$ cat src/tlse_pkg.sv
// Shared types and constants of the thick line segment extruder.
`timescale 1ns / 1ps
`default_nettype none
package tlse_pkg;
    localparam int COORD_W    = 32;
    localparam int WIDTH_W    = 23;
    localparam int STEP_W     = 31;
    localparam int CFG_IDX_W  = 2;
    localparam int CFG_DATA_W = 32;

    localparam logic [CFG_IDX_W-1:0] REG_LINE_WIDTH  = 2'd0;
    localparam logic [CFG_IDX_W-1:0] REG_SAMPLE_STEP = 2'd1;

    localparam logic [WIDTH_W-1:0] LINE_WIDTH_RESET  = 23'd3277;
    localparam logic [STEP_W-1:0]  SAMPLE_STEP_RESET = 31'd655;

    // square root: 32 result bits, two per stage
    localparam int SQ_STEPS  = 2;
    localparam int SQ_STAGES = 16;
    localparam int LEN_W     = 32;
    localparam int RAD_W     = 63;

    // division: 24 quotient bits, three per stage
    localparam int DIV_STEPS  = 3;
    localparam int DIV_STAGES = 8;
    localparam int QUO_W      = 24;
    localparam int NUM_W      = 55;
    localparam int DEN_W      = 33;

    typedef struct packed {
        logic signed [COORD_W-1:0] px;
        logic signed [COORD_W-1:0] py;
        logic                      dpos;
        logic                      zero;
        logic                      endm;
        logic [STEP_W-1:0]         a;
        logic [STEP_W-1:0]         b;
    } side_t;

    typedef struct packed {
        logic adv;
    } pipe_ctl_t;
endpackage
`default_nettype wire

$ cat src/tlse_div.sv
// Pipelined restoring divider, three quotient bits per stage.
`timescale 1ns / 1ps
`default_nettype none
module tlse_div (
    input  wire                        clk,
    input  wire tlse_pkg::pipe_ctl_t   ctl,
    input  wire [tlse_pkg::NUM_W-1:0]  numer,
    input  wire [tlse_pkg::DEN_W-1:0]  denom,
    output logic [tlse_pkg::QUO_W-1:0] quot
);
    import tlse_pkg::*;

    localparam int REM_W = DEN_W + QUO_W;

    logic [REM_W-1:0] rem_reg  [DIV_STAGES];
    logic [DEN_W-1:0] den_reg  [DIV_STAGES];
    logic [QUO_W-1:0] quo_reg  [DIV_STAGES];
    logic [REM_W-1:0] rem_next [DIV_STAGES];
    logic [QUO_W-1:0] quo_next [DIV_STAGES];

    for (genvar s = 0; s < DIV_STAGES; s++) begin : g_stage
        localparam int PREV = (s > 0) ? s - 1 : 0;

        always_comb
        begin
            logic [REM_W-1:0] rem;
            logic [QUO_W-1:0] q;
            logic [DEN_W-1:0] d;
            logic [REM_W-1:0] trial;
            int               pos;
            if (s == 0)
            begin
                rem = REM_W'(numer);
                q   = '0;
                d   = denom;
            end
            else
            begin
                rem = rem_reg[PREV];
                q   = quo_reg[PREV];
                d   = den_reg[PREV];
            end
            for (int k = 0; k < DIV_STEPS; k++)
            begin
                pos   = QUO_W - 1 - s * DIV_STEPS - k;
                trial = REM_W'(d) << pos;
                if (rem >= trial)
                begin
                    rem    = rem - trial;
                    q[pos] = 1'b1;
                end
            end
            rem_next[s] = rem;
            quo_next[s] = q;
        end

        always_ff @(posedge clk)
        begin
            if (ctl.adv)
            begin
                rem_reg[s] <= rem_next[s];
                quo_reg[s] <= quo_next[s];
                den_reg[s] <= (s == 0) ? denom : den_reg[PREV];
            end
        end
    end

    assign quot = quo_reg[DIV_STAGES-1];
endmodule
`default_nettype wire

$ cat config.mk
export PLATFORM = sky130hd
export DESIGN_NAME = tlse_div
export DESIGN_NICKNAME = d
export VERILOG_FILES = /design/src/tlse_pkg.sv /design/src/tlse_div.sv
export SDC_FILE = /design/constraint.sdc
export NUM_CORES = 2
export LEC_CHECK = 0
export BUFFER_PORTS_ARGS = -buffer_cell sky130_fd_sc_hd__buf_2
export CAP_MARGIN = 20
export CORE_ASPECT_RATIO = 0.5
export CORE_UTILIZATION = 35
export DETAILED_ROUTE_END_ITERATION = 10
export GPL_TIMING_DRIVEN = 0
export SLEW_MARGIN = 20
export SYNTH_ARGS = -nofsm -noshare
export SYNTH_HDL_FRONTEND = slang
export SYNTH_SLANG_ARGS = --single-unit
$ cat constraint.sdc
create_clock -name clk -period 21.1 [get_ports clk]
set_input_delay 6.33 -clock clk [delete_from_list [all_inputs] [get_ports clk]]
set_output_delay 6.33 -clock clk [all_outputs]
set_load 0.05 [all_outputs]
==> impl_metrics.toml <==
[run_status]
status = "completed"

[yosys]
syn-cell-area_sq_mm = 0.07642
yosysSeqAreaShare_pct = 29.00
yosysWarningCount = 0
synth_top_cell_area_share_pct = 29.00
yosys.area.top_type = "edfxtp_1"
synth_enable_flop_cells = 738
synthCells = 8916
syn_avg_cell_area_sq_um = 8.571
yosys_register_bits = 738
async_flop_share_pct = 0
synthTopCellsByArea = "edfxtp_1 (29%), ha_1 (13%), xnor2_1 (6.4%)"
yosysUniqueCellTypes = 117
synth_ff_type = "edfxtp_1"
synthesis.nets = 9820

[floorplan]
ios = 114
dieArea_sq_mm = 0.2203
rows = 120
core_sq_mm = 0.2155
die_w_um = 662.8
die_h_um = 332.4
start_util_pct = 35.47

[sta]
tightest_slew_ns = 1.114
timing.final.crit_share_pct = 93.77
fmax_mhz = 50.54
slew_viol_final = 0
setup_slack_ns = 1.315
finalClockSkew_ns = 0.04487
grt_setup_unrepaired = "false"
fin_tns_setup_ns = 0
max_slew_margin_pct = 25.72
hold_violations = 0
setup_viol = 0
fin_crit_ns = 19.78

[setup_path]
slowest_stage = "o31ai_2"
cp-start-kind = "primary input"
cp_max_fo = 10
crit_arrival_ns = 20.24
path_buf_inv = 7
cp.required_ns = 21.56
crit_family = "compound AO/OA/AOI/OAI gates"
crit_path_end_kind = "flop"
path_class = "in -> reg"
max_stage_delay_ns = 0.47
path_common_cell = "o21ai_0"

[cells_and_area]
layout-drive-gt1-share_pct = 7.266
fin_cells = 12050
nFillCells = 21870
layout-area-overhead-vs-synth_pct = 9.020
final_cell_mix = "nand2_1 (837), a21oi_1 (809), ha_1 (791), edfxtp_1 (738), o21ai_0 (695)"
layout_commonest_cell = "nand2_1"
final_core_util_pct = 38.67
diodes = 0
largest_register_ffs = 399
nets = 10020

[placement]
dp.cells = 11900
gp_congestion = 0.9631
io_buffers = 113
dpl_worst_slack_ns = -0.8381
dp_hpwl_um = 187500

[routing]
drt_iter0_drc = 4610
wl_per_cell_um = 18.52
routed_wl_um = 223100
ant_nets = 0
via_count = 65500
drc_errors = 0
vias_per_cell = 5.437
drt-pass1-iter-count = 6

[global_routing]
grtUsageTotal_pct = 19.54
grt.met3_usage_pct = 1.604
use_met2_pct = 33.36
grt_pass1_vias = 62920
antenna_found_initial = 1
grt_overflow = 0
grt_max_degree = 102
grt_pass1_wl_um = 346300
grt_busiest_layer = "met2"
grt_use_met1_pct = 25.49

[clocking]
clock_latency_ns = 0.72
post_cts_buffers = 0
cts_hold_buf = 0
cts-root-buf = "clkbuf_16"
cts_buffer_depth = 3
clkSinkCount = 738
clkTransAtPathRegs_ns = 0.06
htree_levels = 3
cts_buffers = 79
cts_tree = "yes"

[hold_path]
hp-class = "reg -> reg"

[run]
maxCapViolCount = 0
Yosys cell counts (17+ instances only):
cell type,n
a211o_1,29
a211oi_1,78
a21boi_0,45
a21o_1,407
a21oi_1,809
a31oi_1,78
and2_1,76
and3_1,79
and4_1,17
buf_1,25
buf_2,37
clkbuf_1,153
edfxtp_1,738
fa_1,23
ha_1,791
inv_1,557
mux2_2,225
mux2i_1,30
nand2_1,837
nand2b_1,115
nand3_1,206
nand3b_1,20
nand4_1,178
nand4b_1,20
nor2_1,615
nor2b_1,118
nor3_1,185
nor3b_1,30
nor4_1,87
o2111ai_1,17
o211ai_1,37
o21a_1,88
o21ai_0,696
o21bai_1,88
o31a_1,19
o31ai_1,70
or2_2,55
or3_1,73
or4_1,30
xnor2_1,558
xor2_1,271
final cells by class:
class,count,area [sq um],area share (%)
Tap cell,2867,3587,4.306
Timing Repair Buffer,120,768.2,0.9221
Clock inverter,56,486.7,0.5842
Sequential cell,738,22160,26.60
Multi-Input combinational cell,7392,51250,61.52
Clock buffer,90,2018,2.422
Buffer,219,917.1,1.101
Inverter,565,2121,2.546
routing by layer:
layer,part of all wire (%),up-vias
met4,4.5,0
met3,3.1,357
met2,46,1419
li1,-,33360
met1,47,30360
met5,0,-
kinds of logic (layout without fill, tap and decap cells):
family | after synthesis | count (layout) | synth area share [%]
muxes | 256 | 256 | 3.723
AOI/OAI and AO/OA | 2681 | 2681 | 21.93
buffers and inverters | 786 | 1050 | 3.975
DFF | 738 | 738 | 29.00
and+or+nand+nor | 2812 | 2812 | 18.32
xor gates and xnor gates | 829 | 829 | 9.501
adders and majority gates | 814 | 814 | 13.55
through the flow:
stage               cell area [sq um]  hold WS (ns)
finish                          83310        0.4134
global route                    83310        0.4209
global placement                80570        0.4024
CTS                             83300        0.4182
floorplan                       76420        0.4003
detailed placement              80800        0.4045
worst paths after layout:
path                                                 end  slack [ns]  cells past startpoint                      from
worst max register to register  rem_reg[1][50]$_DFFE_PP_        5.53                     52   den_reg[0][1]$_DFFE_PP_
worst min register to register  quo_reg[1][57]$_DFFE_PP_        0.41                      0  quo_reg[1][33]$_DFFE_PP_
worst min-delay path            quo_reg[1][57]$_DFFE_PP_        0.41                      0  quo_reg[1][33]$_DFFE_PP_
worst max-delay path            rem_reg[0][52]$_DFFE_PP_        1.32                     58                  denom[0]
what timing repair did:
item                       4_1_cts  5_1_grt
cloned                           0        0
hold endpoints to repair         0        0
setup endpoints to repair       12       36
resized for setup                1       11
Power is not shown: default switching activity piles up to over one toggle a cycle in this logic, so the estimate is an artifact.
