## config.mk

```make
export PLATFORM = sky130hd
export DESIGN_NAME = tlse_sqrt
export DESIGN_NICKNAME = d
export VERILOG_FILES = /design/src/tlse_pkg.sv /design/src/tlse_sqrt.sv
export SDC_FILE = /design/constraint.sdc
export NUM_CORES = 2
export LEC_CHECK = 0
export ABC_AREA = 1
export BUFFER_PORTS_ARGS = -buffer_cell sky130_fd_sc_hd__buf_2
export CORE_MARGIN = 2
export CORE_UTILIZATION = 35
export DETAILED_ROUTE_END_ITERATION = 10
export PLACE_DENSITY_LB_ADDON = 0.12
export SETUP_SLACK_MARGIN = 0.05
export SYNTH_ARGS = -nofsm -noshare
export SYNTH_HDL_FRONTEND = slang
export SYNTH_SLANG_ARGS = --single-unit
```

## constraint.sdc

```tcl
create_clock -name clk -period 9.6 [get_ports clk]
set_clock_uncertainty 0.1 [all_clocks]
set_input_delay 0.48 -clock clk [delete_from_list [all_inputs] [get_ports clk]]
set_output_delay 0.48 -clock clk [all_outputs]
set_load 0.01 [all_outputs]
```

## src/tlse_pkg.sv

```systemverilog
// Shared types and constants of the thick line segment extruder.
`timescale 1ns / 1ps
`default_nettype none
package tlse_pkg;
    localparam int COORD_W    = 32;
    localparam int WIDTH_W    = 23;
    localparam int STEP_W     = 31;
    localparam int CFG_IDX_W  = 2;
    localparam int CFG_DATA_W = 32;

    localparam logic [CFG_IDX_W-1:0] REG_LINE_WIDTH  = 2'd0;
    localparam logic [CFG_IDX_W-1:0] REG_SAMPLE_STEP = 2'd1;

    localparam logic [WIDTH_W-1:0] LINE_WIDTH_RESET  = 23'd3277;
    localparam logic [STEP_W-1:0]  SAMPLE_STEP_RESET = 31'd655;

    // square root: 32 result bits, two per stage
    localparam int SQ_STEPS  = 2;
    localparam int SQ_STAGES = 16;
    localparam int LEN_W     = 32;
    localparam int RAD_W     = 63;

    // division: 24 quotient bits, three per stage
    localparam int DIV_STEPS  = 3;
    localparam int DIV_STAGES = 8;
    localparam int QUO_W      = 24;
    localparam int NUM_W      = 55;
    localparam int DEN_W      = 33;

    typedef struct packed {
        logic signed [COORD_W-1:0] px;
        logic signed [COORD_W-1:0] py;
        logic                      dpos;
        logic                      zero;
        logic                      endm;
        logic [STEP_W-1:0]         a;
        logic [STEP_W-1:0]         b;
    } side_t;

    typedef struct packed {
        logic adv;
    } pipe_ctl_t;
endpackage
`default_nettype wire

```

## src/tlse_sqrt.sv

```systemverilog
// Pipelined floor square root, two result bits per stage.
`timescale 1ns / 1ps
`default_nettype none
module tlse_sqrt (
    input  wire                      clk,
    input  wire tlse_pkg::pipe_ctl_t ctl,
    input  wire [tlse_pkg::RAD_W-1:0] radicand,
    output logic [tlse_pkg::LEN_W-1:0] root
);
    import tlse_pkg::*;

    logic [63:0] rem_reg  [SQ_STAGES];
    logic [63:0] rt_reg   [SQ_STAGES];
    logic [63:0] rem_next [SQ_STAGES];
    logic [63:0] rt_next  [SQ_STAGES];

    for (genvar s = 0; s < SQ_STAGES; s++) begin : g_stage
        localparam int PREV = (s > 0) ? s - 1 : 0;

        always_comb
        begin
            logic [63:0] rem;
            logic [63:0] rt;
            logic [63:0] bitv;
            if (s == 0)
            begin
                rem = {1'b0, radicand};
                rt  = '0;
            end
            else
            begin
                rem = rem_reg[PREV];
                rt  = rt_reg[PREV];
            end
            for (int k = 0; k < SQ_STEPS; k++)
            begin
                bitv = 64'd1 << (2 * (LEN_W - 1 - s * SQ_STEPS - k));
                if (rem >= rt + bitv)
                begin
                    rem = rem - (rt + bitv);
                    rt  = (rt >> 1) + bitv;
                end
                else
                begin
                    rt = rt >> 1;
                end
            end
            rem_next[s] = rem;
            rt_next[s]  = rt;
        end

        always_ff @(posedge clk)
        begin
            if (ctl.adv)
            begin
                rem_reg[s] <= rem_next[s];
                rt_reg[s]  <= rt_next[s];
            end
        end
    end

    assign root = rt_reg[SQ_STAGES-1][LEN_W-1:0];
endmodule
`default_nettype wire

```

==> flow_metrics.env <==
export IMPL_status="complete, but fails checks"
export IMPL_violations="DRC"
export IMPL_synth_edf_count=1232
export IMPL_postCtsSetupBuffers=0
export IMPL_worstHoldEndpoint="rem_reg[0][447]"
export IMPL_firstDrtPassIters=11
export IMPL_end_kind="flip-flop"
export IMPL_ys_seq_area_frac=0.3678
export IMPL_layout_common_cells="nand2_1 (4,160), inv_1 (2,133), nor2_1 (1,842)"
export IMPL_cap_violations=0
export IMPL_cp_startpoint="rt_reg[1][107]"
export IMPL_cts_buffers=155
export IMPL_design_area_um2=110900
export IMPL_cp_max_fo=39
export IMPL_setup_viol=0
export IMPL_clkLatencyLatePin_ps=860
export IMPL_grt_setup_unrepaired="false"
export IMPL_min_from="ctl"
export IMPL_synth_fp_nets=14930
export IMPL_slew_headroom=0.1516
export IMPL_synth_flop_cell="edfxtp_1"
export IMPL_period_needed_ps=6839
export IMPL_gp_congestion=0.9939
export IMPL_dieWidth_um=540.1
export IMPL_final_net_count=15140
export IMPL_hold_viol=0
export IMPL_clock_sinks=1232
export IMPL_design_core_area_um2=285500
export IMPL_cp_slowest_cell="inv_1"
export IMPL_crit_type="reg -> reg"
export IMPL_path_clk_slew_ps=70
export IMPL_io_buffers=96
export IMPL_slew_viol_final=0
export IMPL_r2r_start="rt_reg[1][107]"
export IMPL_placed_cells=18050
export IMPL_start_kind="flip-flop"
export IMPL_viasPerCell=5.201
export IMPL_fmax_ghz=0.1462
export IMPL_finalWirelength_um=391800
export IMPL_wl_per_cell_um=21.32
export IMPL_yosysUniqueCellTypes=67
export IMPL_syn_avg_cell_area_um2=7.036
export IMPL_synthArstFlopShare=0
export IMPL_ant_nets=0
export IMPL_netlist_instances=14300
export IMPL_utilization=0.3885
export IMPL_drive_gt1_frac=0.04372
export IMPL_area_growth_pct=10.26
export IMPL_p_leak_nw=49.05
export IMPL_ys_ff_latch=1232
export IMPL_grt_max_degree=168
export IMPL_drt_iter0_drc=9447
export IMPL_dp_hpwl_um=326900
export IMPL_arrival_ps=7240
export IMPL_ys_warn_count=0
export IMPL_drc=2
export IMPL_start_util=0.3524
export IMPL_largest_reg_flops=960
export IMPL_min_path_type="in -> reg"
export IMPL_place_area_um2=105300
export IMPL_cp_required_ps=10000
export IMPL_clk_path_buf_depth=4
export IMPL_io_pins=97
export IMPL_h_tree_depth=4
export IMPL_grt_pass1_wl_um=574200
export IMPL_worst_pin_slew_ps=1261
export IMPL_grt_overflow_total=0
export IMPL_die_h_um=540.1
export IMPL_cp_slowest_stage_delay_ps=890
export IMPL_vdd_ir_drop_max_mv=0.2115
export IMPL_finalNonFillerCells=18380
export IMPL_cts_root_buf="clkbuf_16"
export IMPL_layout_commonest_cell="nand2_1"
export IMPL_cts_tree="built"
export IMPL_crit_top_cell="nor2_1"
export IMPL_die_area_um2=291700
export IMPL_timing_reg2reg_worst_path_depth=25
export IMPL_hold_depth=1
export IMPL_grt_total_usage=0.2595
export IMPL_row_count=196
export IMPL_cellPowerDensity_nw_per_um2=269.6
export IMPL_netlist_area_um2=100600
export IMPL_finalSetupTns_ps=0
export IMPL_grt_pass1_vias=89630
export IMPL_timing_rr_end="rem_reg[1][162]"
export IMPL_regToRegSetupSlack_ps=2760
export IMPL_via_count=95600
export IMPL_period_share=0.7124
export IMPL_antenna_found_initial=5
[synthesized netlist by cell type, types with 32 or more instances]
library cell,count,share of area
a31oi_1,70,0.0044
xnor2_1,248,0.022
o21ai_1,105,0.0052
nor4_1,107,0.0067
inv_1,2134,0.080
o211ai_1,32,0.0024
nor2_1,1843,0.069
nand2_2,50,0.0031
nand3b_1,42,0.0031
edfxtp_1,1232,0.37
nand4_1,316,0.020
buf_2,38,0.0019
a21oi_1,722,0.036
nand2_1,4160,0.16
o21ai_0,661,0.033
ha_1,570,0.071
o21a_1,56,0.0042
clkbuf_1,47,0.0018
nand3_1,984,0.049
nor2_2,53,0.0033
nor3_1,167,0.0083
o21bai_1,38,0.0028
inv_2,40,0.0015
xor2_1,274,0.024
[timing repair]
action,4_1_cts,5_1_grt
hold buffers,63,0
resized for setup,0,0
hold endpoints to repair,65,0
[power breakdown]
group | internal, W | leakage, nW | switching [W]
sequential | 0.00727 | 11.8 | 0.000932
clock | 0.00348 | 2.44 | 0.00247
combinational | 0.00473 | 34.8 | 0.0110
[cell families after synthesis]
kind of cell / after synthesis / share of synthesized area
buf+inv: 2320 / 0.09025
xor+xnor: 524 / 0.04577
compound gates: 1796 / 0.09713
fa+ha+maj: 570 / 0.07090
flops: 1232 / 0.3678
simple gates: 7855 / 0.3282
[worst max-delay path: cells and delay by family (launching register included)]
family          cells  cell delay [ps]
compound gates      4             1270
fa+ha+maj           2              820
buf+inv             6             1950
flops               1              420
simple gates       13             1920
[routing by layer]
| metal | vias to the layer above | routed length [um] | global-route usage | share of wire |
|---|---|---|---|---|
| met5 | - | 349 | 0.002301 | 0.00089 |
| met4 | 4 | 11380 | 0.06895 | 0.029 |
| met3 | 459 | 24440 | 0.03121 | 0.062 |
| met2 | 3073 | 179900 | 0.4297 | 0.46 |
| met1 | 44690 | 175700 | 0.3556 | 0.45 |
| li1 | 47370 | - | - | - |
[how the worst max path moves through the flow]
stage	end	slack, ps	cells after the start
floorplan	rem_reg[1][338]	5210	33
global route	rem_reg[1][161]	2300	24
finish	rem_reg[1][162]	2760	25
CTS	rem_reg[1][162]	2940	25
detailed placement	rem_reg[1][162]	2950	25
global placement	rem_reg[1][161]	2880	22
[layout make-up]
type | instances | area [um2]
fill | 30680 | 174500
multi-input combinational | 10750 | 54550
sequential | 1232 | 37000
inverter | 2180 | 8185
tap | 3762 | 4707
clock buffer | 181 | 4040
timing repair buffer | 190 | 1446
clock inverter | 87 | 975.9
antenna | 2 | 5.005
[stage by stage]
stage	total power [W]	hold slack (ps)	setup WS (ps)
floorplan	0.01839	326.4	5207
CTS	0.02978	38.13	2937
global route	0.03199	47.38	2302
finish	0.02990	68.17	2761
global placement	0.02382	327.2	2882
detailed placement	0.02368	332.7	2947
No activity file was read; power rests on OpenSTA's default activity.
